### src/rtl/mdq_pkg.sv
// package for the multi deque block: defaults, operation and status codes,
// controller state type and the command and status structs between modules
`timescale 1ns / 1ps

package mdq_pkg;

    localparam int NUM_QUEUES_DEF = 256;
    localparam int POOL_SIZE_DEF  = 4096;

    localparam logic [1:0] MODE_PUSH  = 2'd0;
    localparam logic [1:0] MODE_POP   = 2'd1;
    localparam logic [1:0] MODE_MERGE = 2'd2;

    localparam logic [1:0] ST_POPPED = 2'd0;
    localparam logic [1:0] ST_EMPTY  = 2'd1;
    localparam logic [1:0] ST_FULL   = 2'd2;

    typedef enum logic [3:0] {
        S_IDLE,
        S_LOAD,
        S_PUSH,
        S_POP,
        S_MSRC,
        S_MREV,
        S_MFIN,
        S_EMIT
    } t_state;

    typedef struct packed {
        logic       accept;
        logic       load_tgt;
        logic       push_wr;
        logic       pop_wr;
        logic       cat_wr;
        logic       rev_start;
        logic       rev_step;
        logic       fin_wr;
        logic       res_load;
        logic [1:0] res_code;
        logic       out_load;
    } t_cmd;

    typedef struct packed {
        logic [1:0] mode;
        logic       sel;
        logic       q_ok;
        logic       merge_ok;
        logic       tgt_empty;
        logic       pool_empty;
        logic       src_empty;
        logic       last;
        logic       out_free;
    } t_sts;

endpackage

### src/rtl/mdq_ctrl.sv
// controller state machine of the multi deque block
// depends on mdq_pkg
`timescale 1ns / 1ps

module mdq_ctrl (
    input  logic          i_clk,
    input  logic          i_rst_n,
    input  logic          i_valid,
    input  mdq_pkg::t_sts i_sts,
    output mdq_pkg::t_cmd o_cmd,
    output logic          o_stall
);

    mdq_pkg::t_state r_state;
    mdq_pkg::t_state n_state;

    always_ff @(posedge i_clk) begin
        if (!i_rst_n) begin
            r_state <= mdq_pkg::S_IDLE;
        end else begin
            r_state <= n_state;
        end
    end

    always_comb begin
        n_state = r_state;
        case (r_state)
            mdq_pkg::S_IDLE: begin
                if (i_valid) n_state = mdq_pkg::S_LOAD;
            end
            mdq_pkg::S_LOAD: begin
                case (i_sts.mode)
                    mdq_pkg::MODE_PUSH: begin
                        if (!i_sts.q_ok) n_state = mdq_pkg::S_IDLE;
                        else if (i_sts.pool_empty) n_state = mdq_pkg::S_EMIT;
                        else n_state = mdq_pkg::S_PUSH;
                    end
                    mdq_pkg::MODE_POP: begin
                        if (!i_sts.q_ok || i_sts.tgt_empty) n_state = mdq_pkg::S_EMIT;
                        else n_state = mdq_pkg::S_POP;
                    end
                    mdq_pkg::MODE_MERGE: begin
                        if (i_sts.merge_ok) n_state = mdq_pkg::S_MSRC;
                        else n_state = mdq_pkg::S_IDLE;
                    end
                    default: n_state = mdq_pkg::S_IDLE;
                endcase
            end
            mdq_pkg::S_PUSH: n_state = mdq_pkg::S_IDLE;
            mdq_pkg::S_POP:  n_state = mdq_pkg::S_EMIT;
            mdq_pkg::S_MSRC: begin
                if (i_sts.src_empty || !i_sts.sel) n_state = mdq_pkg::S_IDLE;
                else n_state = mdq_pkg::S_MREV;
            end
            mdq_pkg::S_MREV: begin
                if (i_sts.last) n_state = mdq_pkg::S_MFIN;
            end
            mdq_pkg::S_MFIN: n_state = mdq_pkg::S_IDLE;
            mdq_pkg::S_EMIT: begin
                if (i_sts.out_free) n_state = mdq_pkg::S_IDLE;
            end
            default: n_state = mdq_pkg::S_IDLE;
        endcase
    end

    always_comb begin
        o_cmd   = '0;
        o_stall = 1'b1;
        case (r_state)
            mdq_pkg::S_IDLE: begin
                o_stall      = 1'b0;
                o_cmd.accept = i_valid;
            end
            mdq_pkg::S_LOAD: begin
                o_cmd.load_tgt = 1'b1;
                if (i_sts.mode == mdq_pkg::MODE_PUSH && i_sts.q_ok && i_sts.pool_empty) begin
                    o_cmd.res_load = 1'b1;
                    o_cmd.res_code = mdq_pkg::ST_FULL;
                end
                if (i_sts.mode == mdq_pkg::MODE_POP && (!i_sts.q_ok || i_sts.tgt_empty)) begin
                    o_cmd.res_load = 1'b1;
                    o_cmd.res_code = mdq_pkg::ST_EMPTY;
                end
            end
            mdq_pkg::S_PUSH: o_cmd.push_wr = 1'b1;
            mdq_pkg::S_POP: begin
                o_cmd.pop_wr   = 1'b1;
                o_cmd.res_load = 1'b1;
                o_cmd.res_code = mdq_pkg::ST_POPPED;
            end
            mdq_pkg::S_MSRC: begin
                o_cmd.cat_wr    = !i_sts.src_empty && !i_sts.sel;
                o_cmd.rev_start = !i_sts.src_empty && i_sts.sel;
            end
            mdq_pkg::S_MREV: o_cmd.rev_step = 1'b1;
            mdq_pkg::S_MFIN: o_cmd.fin_wr   = 1'b1;
            mdq_pkg::S_EMIT: o_cmd.out_load = i_sts.out_free;
            default: o_cmd = '0;
        endcase
    end

endmodule

### config.mk
export PLATFORM = sky130hd
export DESIGN_NAME = mdq_ctrl
export DESIGN_NICKNAME = d
export VERILOG_FILES = /design/src/rtl/mdq_pkg.sv /design/src/rtl/mdq_ctrl.sv
export SDC_FILE = /design/constraint.sdc
export NUM_CORES = 1
export LEC_CHECK = 0
export BUFFER_PORTS_ARGS = -buffer_cell sky130_fd_sc_hd__buf_2
export CORE_AREA = 2 2 39 41
export CTS_CLUSTER_DIAMETER = 50
export CTS_CLUSTER_SIZE = 40
export DETAILED_ROUTE_END_ITERATION = 10
export DIE_AREA = 0 0 41 43
export PLACE_DENSITY = 0.66
export SLEW_MARGIN = 30
export SYNTH_ARGS = -nofsm -noshare
export SYNTH_HDL_FRONTEND = slang
export SYNTH_SLANG_ARGS = --single-unit
### constraint.sdc
create_clock -name i_clk -period 1.8 [get_ports i_clk]
set_input_delay 0.36 -clock i_clk [delete_from_list [all_inputs] [get_ports i_clk]]
set_output_delay 0.36 -clock i_clk [all_outputs]
set_load 0.05 [all_outputs]
Yosys cells after proc, flatten, opt, wreduce, memory -nomap -nowiden --
Index checks and enable logic that the tools add are counted.
Operators by class: equal/unequal tests 12, mux-type cells 22, reduce and logical (&&, ||, !) cells 13
Operators by type and width (count):
- $pmux 4 s6 | 1
- $mux 3 | 7
- $eq 4x3->1 const B | 4
- $mux 4 | 3
- $pmux 4 s3 | 1
- $eq 4x2->1 const B | 2
- $mux 1 | 8
- $ne 2x2->1 const B | 3
- $pmux 3 s2 | 1
- $logic_and 1x1->1 | 5
- $eq 4x1->1 const B | 1
- $logic_not 4->1 | 1
- $logic_not 1->1 | 3
- $reduce_and 3->1 | 1
- $eq 2x1->1 const B | 1
- $eq 2x2->1 const B | 1
- $logic_not 2->1 | 1
- $logic_or 1x1->1 | 2
- $mux 2 | 1
Storage, ports and cells: bits in registers 4, input port bits 13, output and inout port bits 13, word-level logic and storage cells 48

Depth between registers and ports, before layout --
Gate-level depths: netlist of the first run.
depth after elaboration 6, depth in mapped cells 5, depth with buffers taken out 4

Least setup slack after synthesis of the first run --
OpenSTA, ideal clock, no wires.
path type reg2out, start reg r_state[2], end out o_cmd[7] (netlist bit), arrival time 2169 ps, required time 1440 ps, setup slack -729 ps, stages on the path, launching flop included 4, path buffers 2, cell sequence dfxtp_1 -> buf_6 -> clkbuf_1 -> nor4bb_1
RTL lines:
- start: declaration | line mdq_ctrl.sv:14 | mdq_pkg::t_state r_state;
- start signal: assignment | line mdq_ctrl.sv:19 | r_state <= mdq_pkg::S_IDLE;
- start signal: assignment | line mdq_ctrl.sv:21 | r_state <= n_state;
- end: declaration | line mdq_ctrl.sv:10 | output mdq_pkg::t_cmd o_cmd,

==> metrics.cfg, run 1 <==
[synth]
yosys_warnings=0
yosysSeqAreaShare_pct=16.1
synth_area_sq_um=374
avgSynthCellArea_sq_um=6.80
yosys_most_used_dff=dfxtp_1
synth_top_area_share_pct=16.1
synth_edf_count=0
yosys-top-cells-area=dfxtp_1, nor3b_1, nor2_1
syn_nets=68
synth_top_area_cell=dfxtp_1
async_flop_share_pct=0
ys_ff_latch=3
yosysUniqueCellTypes=24
postSynthCellCount=55

[floorplanning]
fp.dieW_um=41
core_area_sq_mm=0.00138
dieArea_sq_mm=0.00176
rows=14
die_h_um=43
initial_core_util_pct=27.0
num_io_pins=26

[routing]
vias=522
vias_per_cell=5.12
drtIter0Drc=4
drc=0
drt_pass1_iterations=4
drt-wirelength-per-cell_um=11.0
ant_nets=0
wirelength_mm=1.13

[worst_setup_path]
worstPathCellList=or4b_4, nor3_4, buf_6
criticalPathCategory=reg2out
crit_buf_inv=1
worstPathArrival_ns=1.40
cp.required_ns=1.44
max_stage_delay_ns=0.55
crit_family=simple AND/OR/NAND/NOR gates
critPathMaxFanout=3
critPathSlowestCell=or4b_4
worst_setup_path_start_kind=flop
critPathCaptureType=primary output
cp.depth=3
rr_worst_depth=5

[timing]
drv_slew=0
worst_slack_ns=0.0382
maxSlewHeadroom_pct=80.8
final.min_clock_period_ns=1.76
hold_viol=0
skew_ns=0.000583
finalSetupViolations=0
rsz0062_at_grt=yes
max_freq_mhz=568
worst_pin_slew_ns=0.287
fin_crit_sh_pct=97.9

[global_route]
antenna_found_initial=0
grt_util_all_layers_pct=13.6
grt_pass1_wl_mm=1.64
grt_max_degree=19
grt_remaining_overflow=0
grt_pass1_vias=415

[layout]
top_register=r_state
synthToLayoutAreaGrowth_pct=72.9
final_area_sq_um=647
final_layout_size_suffix_gt1_share_pct=54.7
most-common-layout-cells=buf_2, buf_4, nand2_1
nets=100
layout_commonest_cell=buf_2
n_antenna_cell=0
top_regs=r_state x3
largest_register_ffs=3

[power_and_ir_drop]
total_leakage_power_nw=0.325
cellPowerDensity_mw_per_mm2=617
peakVddDrop_mv=0.287

[clock_network]
cts_buffer_depth=2
cts_max_level=1
clock-sinks=3
cts_buffers=3
cts_hold_buf=0
cts_tree=yes
clk_pin_slew_ns=0.04
clk_latency_ns=0.23
root_buffer=clkbuf_4

[worst_hold_path]
worstHoldPathType=in2reg
holdPathStages=3

[placement]
portBuffers=25
place.gp.congestion=0.715
dp_hpwl_um=868
place_ws_ns=-0.0620
placed_area_sq_um=586

[outcome]
status=finished, final reports clean

[run]
cap_viol_max_count=0

==> cell usage after synthesis, types with 2 or more instances <==
master,count
a21oi_1,3
nor3_1,2
clkbuf_1,3
dfxtp_1,3
o21ai_0,4
inv_1,4
nor2b_1,2
mux2i_1,2
nor2_1,7
nand2_1,6
nor3b_1,4
and3b_1,3
==> worst paths after layout <==
path / from / slack [ns] / end
hold / removal: i_rst_n / 0.40 / r_state[1]$_SDFFE_PN0P_
setup / recovery: r_state[2]$_SDFFE_PN0P_ / 0.04 / o_cmd[2]
setup reg to reg: r_state[2]$_SDFFE_PN0P_ / 0.41 / r_state[0]$_SDFFE_PN0P_
hold reg to reg: r_state[0]$_SDFFE_PN0P_ / 0.62 / r_state[1]$_SDFFE_PN0P_
==> area by class of cell <==
class,count,area [sq um]
Sequential cell,3,61.3
Multi-Input combinational cell,44,333
Inverter,4,15.0
Tap cell,16,20.0
Clock buffer,4,26.3
Fill cell,153,737
Timing Repair Buffer,31,191
==> layer usage <==
layer / routed length, um / track usage (%) / vias up
li1: - / - / 260
met1: 446 / 15.7 / 242
met2: 603 / 21.6 / 20
met3: 75 / 3.14 / 0
met4: 0 / 8.00 / 0
met5: 0 / 0 / -
==> worst register-to-register path, delay by kind of cell (launching register included) <==
family,cells,cell delay [ns]
AND/OR/NAND/NOR,1,0.55
flip-flops,1,0.31
AO/OA/AOI/OAI,3,0.30
buffers and inverters,1,0.16
==> through the flow <==
| step | setup TNS [ns] | utilization, % | hold WS [ns] | total power [mW] | instances |
|---|---|---|---|---|---|
| floorplan | -0.285 | - | 0.485 | 0.218 | 55 |
| global placement | -0.0555 | 42.3 | 0.610 | 0.268 | 97 |
| detailed placement | -0.103 | 42.3 | 0.611 | 0.271 | 97 |
| CTS | 0 | 46.0 | 0.388 | 0.401 | 102 |
| global route | -0.0198 | 46.7 | 0.393 | 0.428 | 102 |
| finish | 0 | 46.7 | 0.399 | 0.399 | 102 |
==> cells by family (layout without fill, tap and decap cells) <==
logic type | after synthesis | in the layout | synth area share (%)
buffers and inverters | 8 | 39 | 10.0
AND/OR/NAND/NOR | 29 | 29 | 46.5
flip-flops | 3 | 3 | 16.1
AO/OA/AOI/OAI | 13 | 13 | 22.1
multiplexers | 2 | 2 | 5.35
==> where the power goes <==
part           internal [mW]  leakage [nW]  switching (mW)
registers             0.0727        0.0250         0.00225
logic                 0.0745         0.285           0.131
clock network         0.0831        0.0150          0.0352
total                  0.230         0.325           0.169
==> repair_timing <==
action / in CTS / in global routing
setup buffers: 1 / 0
gates cloned: 0 / 0
resized for setup: 6 / 4
setup endpoints to repair: 4 / 5
pin swaps: 3 / 1
Note: power is estimated with default switching activity, not from simulation.
==> run 2: changes to the inputs <==
--- a/config.mk
+++ b/config.mk
@@ -5,13 +5,13 @@
 export SDC_FILE = /design/constraint.sdc
 export NUM_CORES = 1
 export LEC_CHECK = 0
-export BUFFER_PORTS_ARGS = -buffer_cell sky130_fd_sc_hd__buf_2
 export CORE_AREA = 2 2 39 41
 export CTS_CLUSTER_DIAMETER = 50
 export CTS_CLUSTER_SIZE = 40
 export DETAILED_ROUTE_END_ITERATION = 10
 export DIE_AREA = 0 0 41 43
-export PLACE_DENSITY = 0.66
+export DONT_BUFFER_PORTS = 1
+export PLACE_DENSITY = 0.5
 export SLEW_MARGIN = 30
 export SYNTH_ARGS = -nofsm -noshare
 export SYNTH_HDL_FRONTEND = slang
==> run 2 against run 1 <==
The flow now finishes with violations (setup timing). Worst setup slack got worse by 0.070 ns. Sequential share of layout area increased by 0.30 points. Core utilization down 2.4 points. Via count fell by 14%. Highest routed layer is now met4.
==> metrics.cfg, run 2 (synthesized netlist as in run 1, its figures left out) <==
[outcome]
status=finished, violations left
violations=setup timing

[floorplanning]
initial_core_util_pct=27.0  ; unchanged
die_h_um=43  ; unchanged
rows=14  ; unchanged
num_io_pins=26  ; unchanged
dieArea_sq_mm=0.00176  ; unchanged
core_area_sq_mm=0.00138  ; unchanged
fp.dieW_um=41  ; unchanged

[power_and_ir_drop]
cellPowerDensity_mw_per_mm2=644  ; +4.4%
pwr-share-comb_pct=51.1  ; -0.5 points
power.total_mw=0.395  ; -0.88%
clkPwrFrac_pct=30.0  ; +0.4 points
seq_power_share_pct=18.9  ; about the same
total_leakage_power_nw=0.268  ; -17%
p_sw_share_pct=40.5  ; -1.8 points
peakVddDrop_mv=0.302  ; +5.2%
p_int_mw=0.235  ; +2.2%
netSwitchingPower_mw=0.160  ; -5.1%

[worst_setup_path]
critPathCaptureType=primary output
crit_buf_inv=1  ; unchanged
crit_family=simple AND/OR/NAND/NOR gates
cp.required_ns=1.44  ; about the same
criticalPathCategory=reg2out
critPathMaxFanout=3  ; unchanged
worst_setup_path_start_kind=flop
worstPathCellList=or4b_4, nor3_4, buf_12
worstPathArrival_ns=1.47  ; +0.07 ns
max_stage_delay_ns=0.56  ; about the same
critPathSlowestCell=or4b_4

[timing]
max_freq_mhz=546  ; -3.8%
worst_slack_ns=-0.0315  ; -0.0698 ns
drv_slew=0  ; unchanged
fin_crit_sh_pct=102  ; +3.9 points
finalSetupViolations=1  ; +1
worst_pin_slew_ns=0.530  ; +0.244 ns
maxSlewHeadroom_pct=64.7  ; -16 points
hold_ws_ns=0.254  ; -0.145 ns
skew_ns=0.000991  ; +0.000408 ns
rsz0062_at_grt=yes
final.min_clock_period_ns=1.83  ; +0.0698 ns
hold_viol=0  ; unchanged

[clock_network]
clk_pin_slew_ns=0.04  ; about the same
cts_buffers=3  ; unchanged
cts_tree=yes
root_buffer=clkbuf_4
clk_latency_ns=0.23  ; about the same
cts_max_level=1  ; unchanged
cts_buffer_depth=2  ; unchanged
cts_hold_buf=0  ; unchanged
clock-sinks=3  ; unchanged

[routing]
drc=0  ; unchanged
drt_pass1_iterations=3  ; -1
ant_nets=0  ; unchanged
vias=451  ; -14%
drtIter0Drc=4  ; unchanged
vias_per_cell=5.18  ; +1.3%
wirelength_mm=1.05  ; -6.8%
drt-wirelength-per-cell_um=12.0  ; +9.2%

[global_route]
grt_pass1_vias=386  ; -7.0%
grt_max_degree=19  ; unchanged
grtUsageMet1_pct=13.8  ; -1.9 points
antenna_found_initial=0  ; unchanged
grt_util_all_layers_pct=12.4  ; -1.2 points
grt_remaining_overflow=0  ; unchanged
grt_use_met2_pct=18.8  ; -2.8 points
grt_pass1_wl_mm=1.52  ; -7.6%
gr-usage-met3_pct=6.28  ; +3.1 points
grt.busiest_layer=met2

[layout]
top_regs=r_state x3
top_register=r_state
layout_commonest_cell=buf_4
largest_register_ffs=3  ; unchanged
most-common-layout-cells=buf_4, nand2_1, nor2_1
n_antenna_cell=0  ; unchanged
multi_input_area_sq_um=335  ; +0.75%
synthToLayoutAreaGrowth_pct=64.2
fin_util_pct=44.4  ; -2.4 points
seqCellArea_sq_um=60.1  ; -2.0%
nFillCells=140  ; -8.5%
final_layout_size_suffix_gt1_share_pct=43.7  ; -11 points
fin_cells=87  ; -15%
nets=85  ; -15%

[placement]
portBuffers=0  ; -100%
dp_hpwl_um=806  ; -7.2%
place_inst=83  ; -14%
place.gp.congestion=0.647  ; -9.5%

[worst_hold_path]
worstHoldPathType=in2reg

[run]
cap_viol_max_count=0  ; unchanged

[run 2: worst paths after layout]
kind                           start                      end  slack [ns]  cells after the start
max          r_state[1]$_SDFFE_PN0P_                 o_cmd[2]       -0.03                      3
min reg2reg  r_state[0]$_SDFFE_PN0P_  r_state[1]$_SDFFE_PN0P_        0.63                      3
max reg2reg  r_state[2]$_SDFFE_PN0P_  r_state[0]$_SDFFE_PN0P_        0.39                      4
min                          i_rst_n  r_state[1]$_SDFFE_PN0P_        0.25                      2
[run 2: per-stage QoR]
step | setup WS [ns] | area (sq um) | setup TNS, ns
global placement | 0.136 | 581 | 0
detailed placement | 0.130 | 581 | 0
CTS | -0.0426 | 607 | -0.0526
global route | -0.0721 | 614 | -0.105
finish | -0.0315 | 614 | -0.0315
floorplan | -0.283 | 425 | -0.285
[run 2: power groups by stage]
stage | registers, mW | clock network [mW] | logic, mW
after floorplan | 0.0785 | 0 | 0.139
after global placement | 0.0758 | 0 | 0.195
after detailed placement | 0.0759 | 0 | 0.196
after CTS | 0.0749 | 0.124 | 0.197
after global routing | 0.0752 | 0.136 | 0.214
final | 0.0748 | 0.119 | 0.202
[run 2: cell type report]
type	count	share of cell area, %
clock buffers	4	4.28
inverters	4	2.44
multi-input cells	44	54.6
flip-flops and latches	3	9.78
well taps	16	3.26
repair buffers	16	25.7
[run 2: metal layers]
metal / vias to the layer above / part of all wire [%]
li1: 228 / -
met1: 201 / 37
met2: 20 / 50
met3: 2 / 11
met4: 0 / 1.6
met5: - / 0
[run 2: timing repair]
| item | CTS | global route |
|---|---|---|
| gates resized for setup | 0 | 2 |
| pin swaps | 3 | 1 |
| setup buffers | 0 | 0 |
| setup endpoints to repair | 2 | 4 |
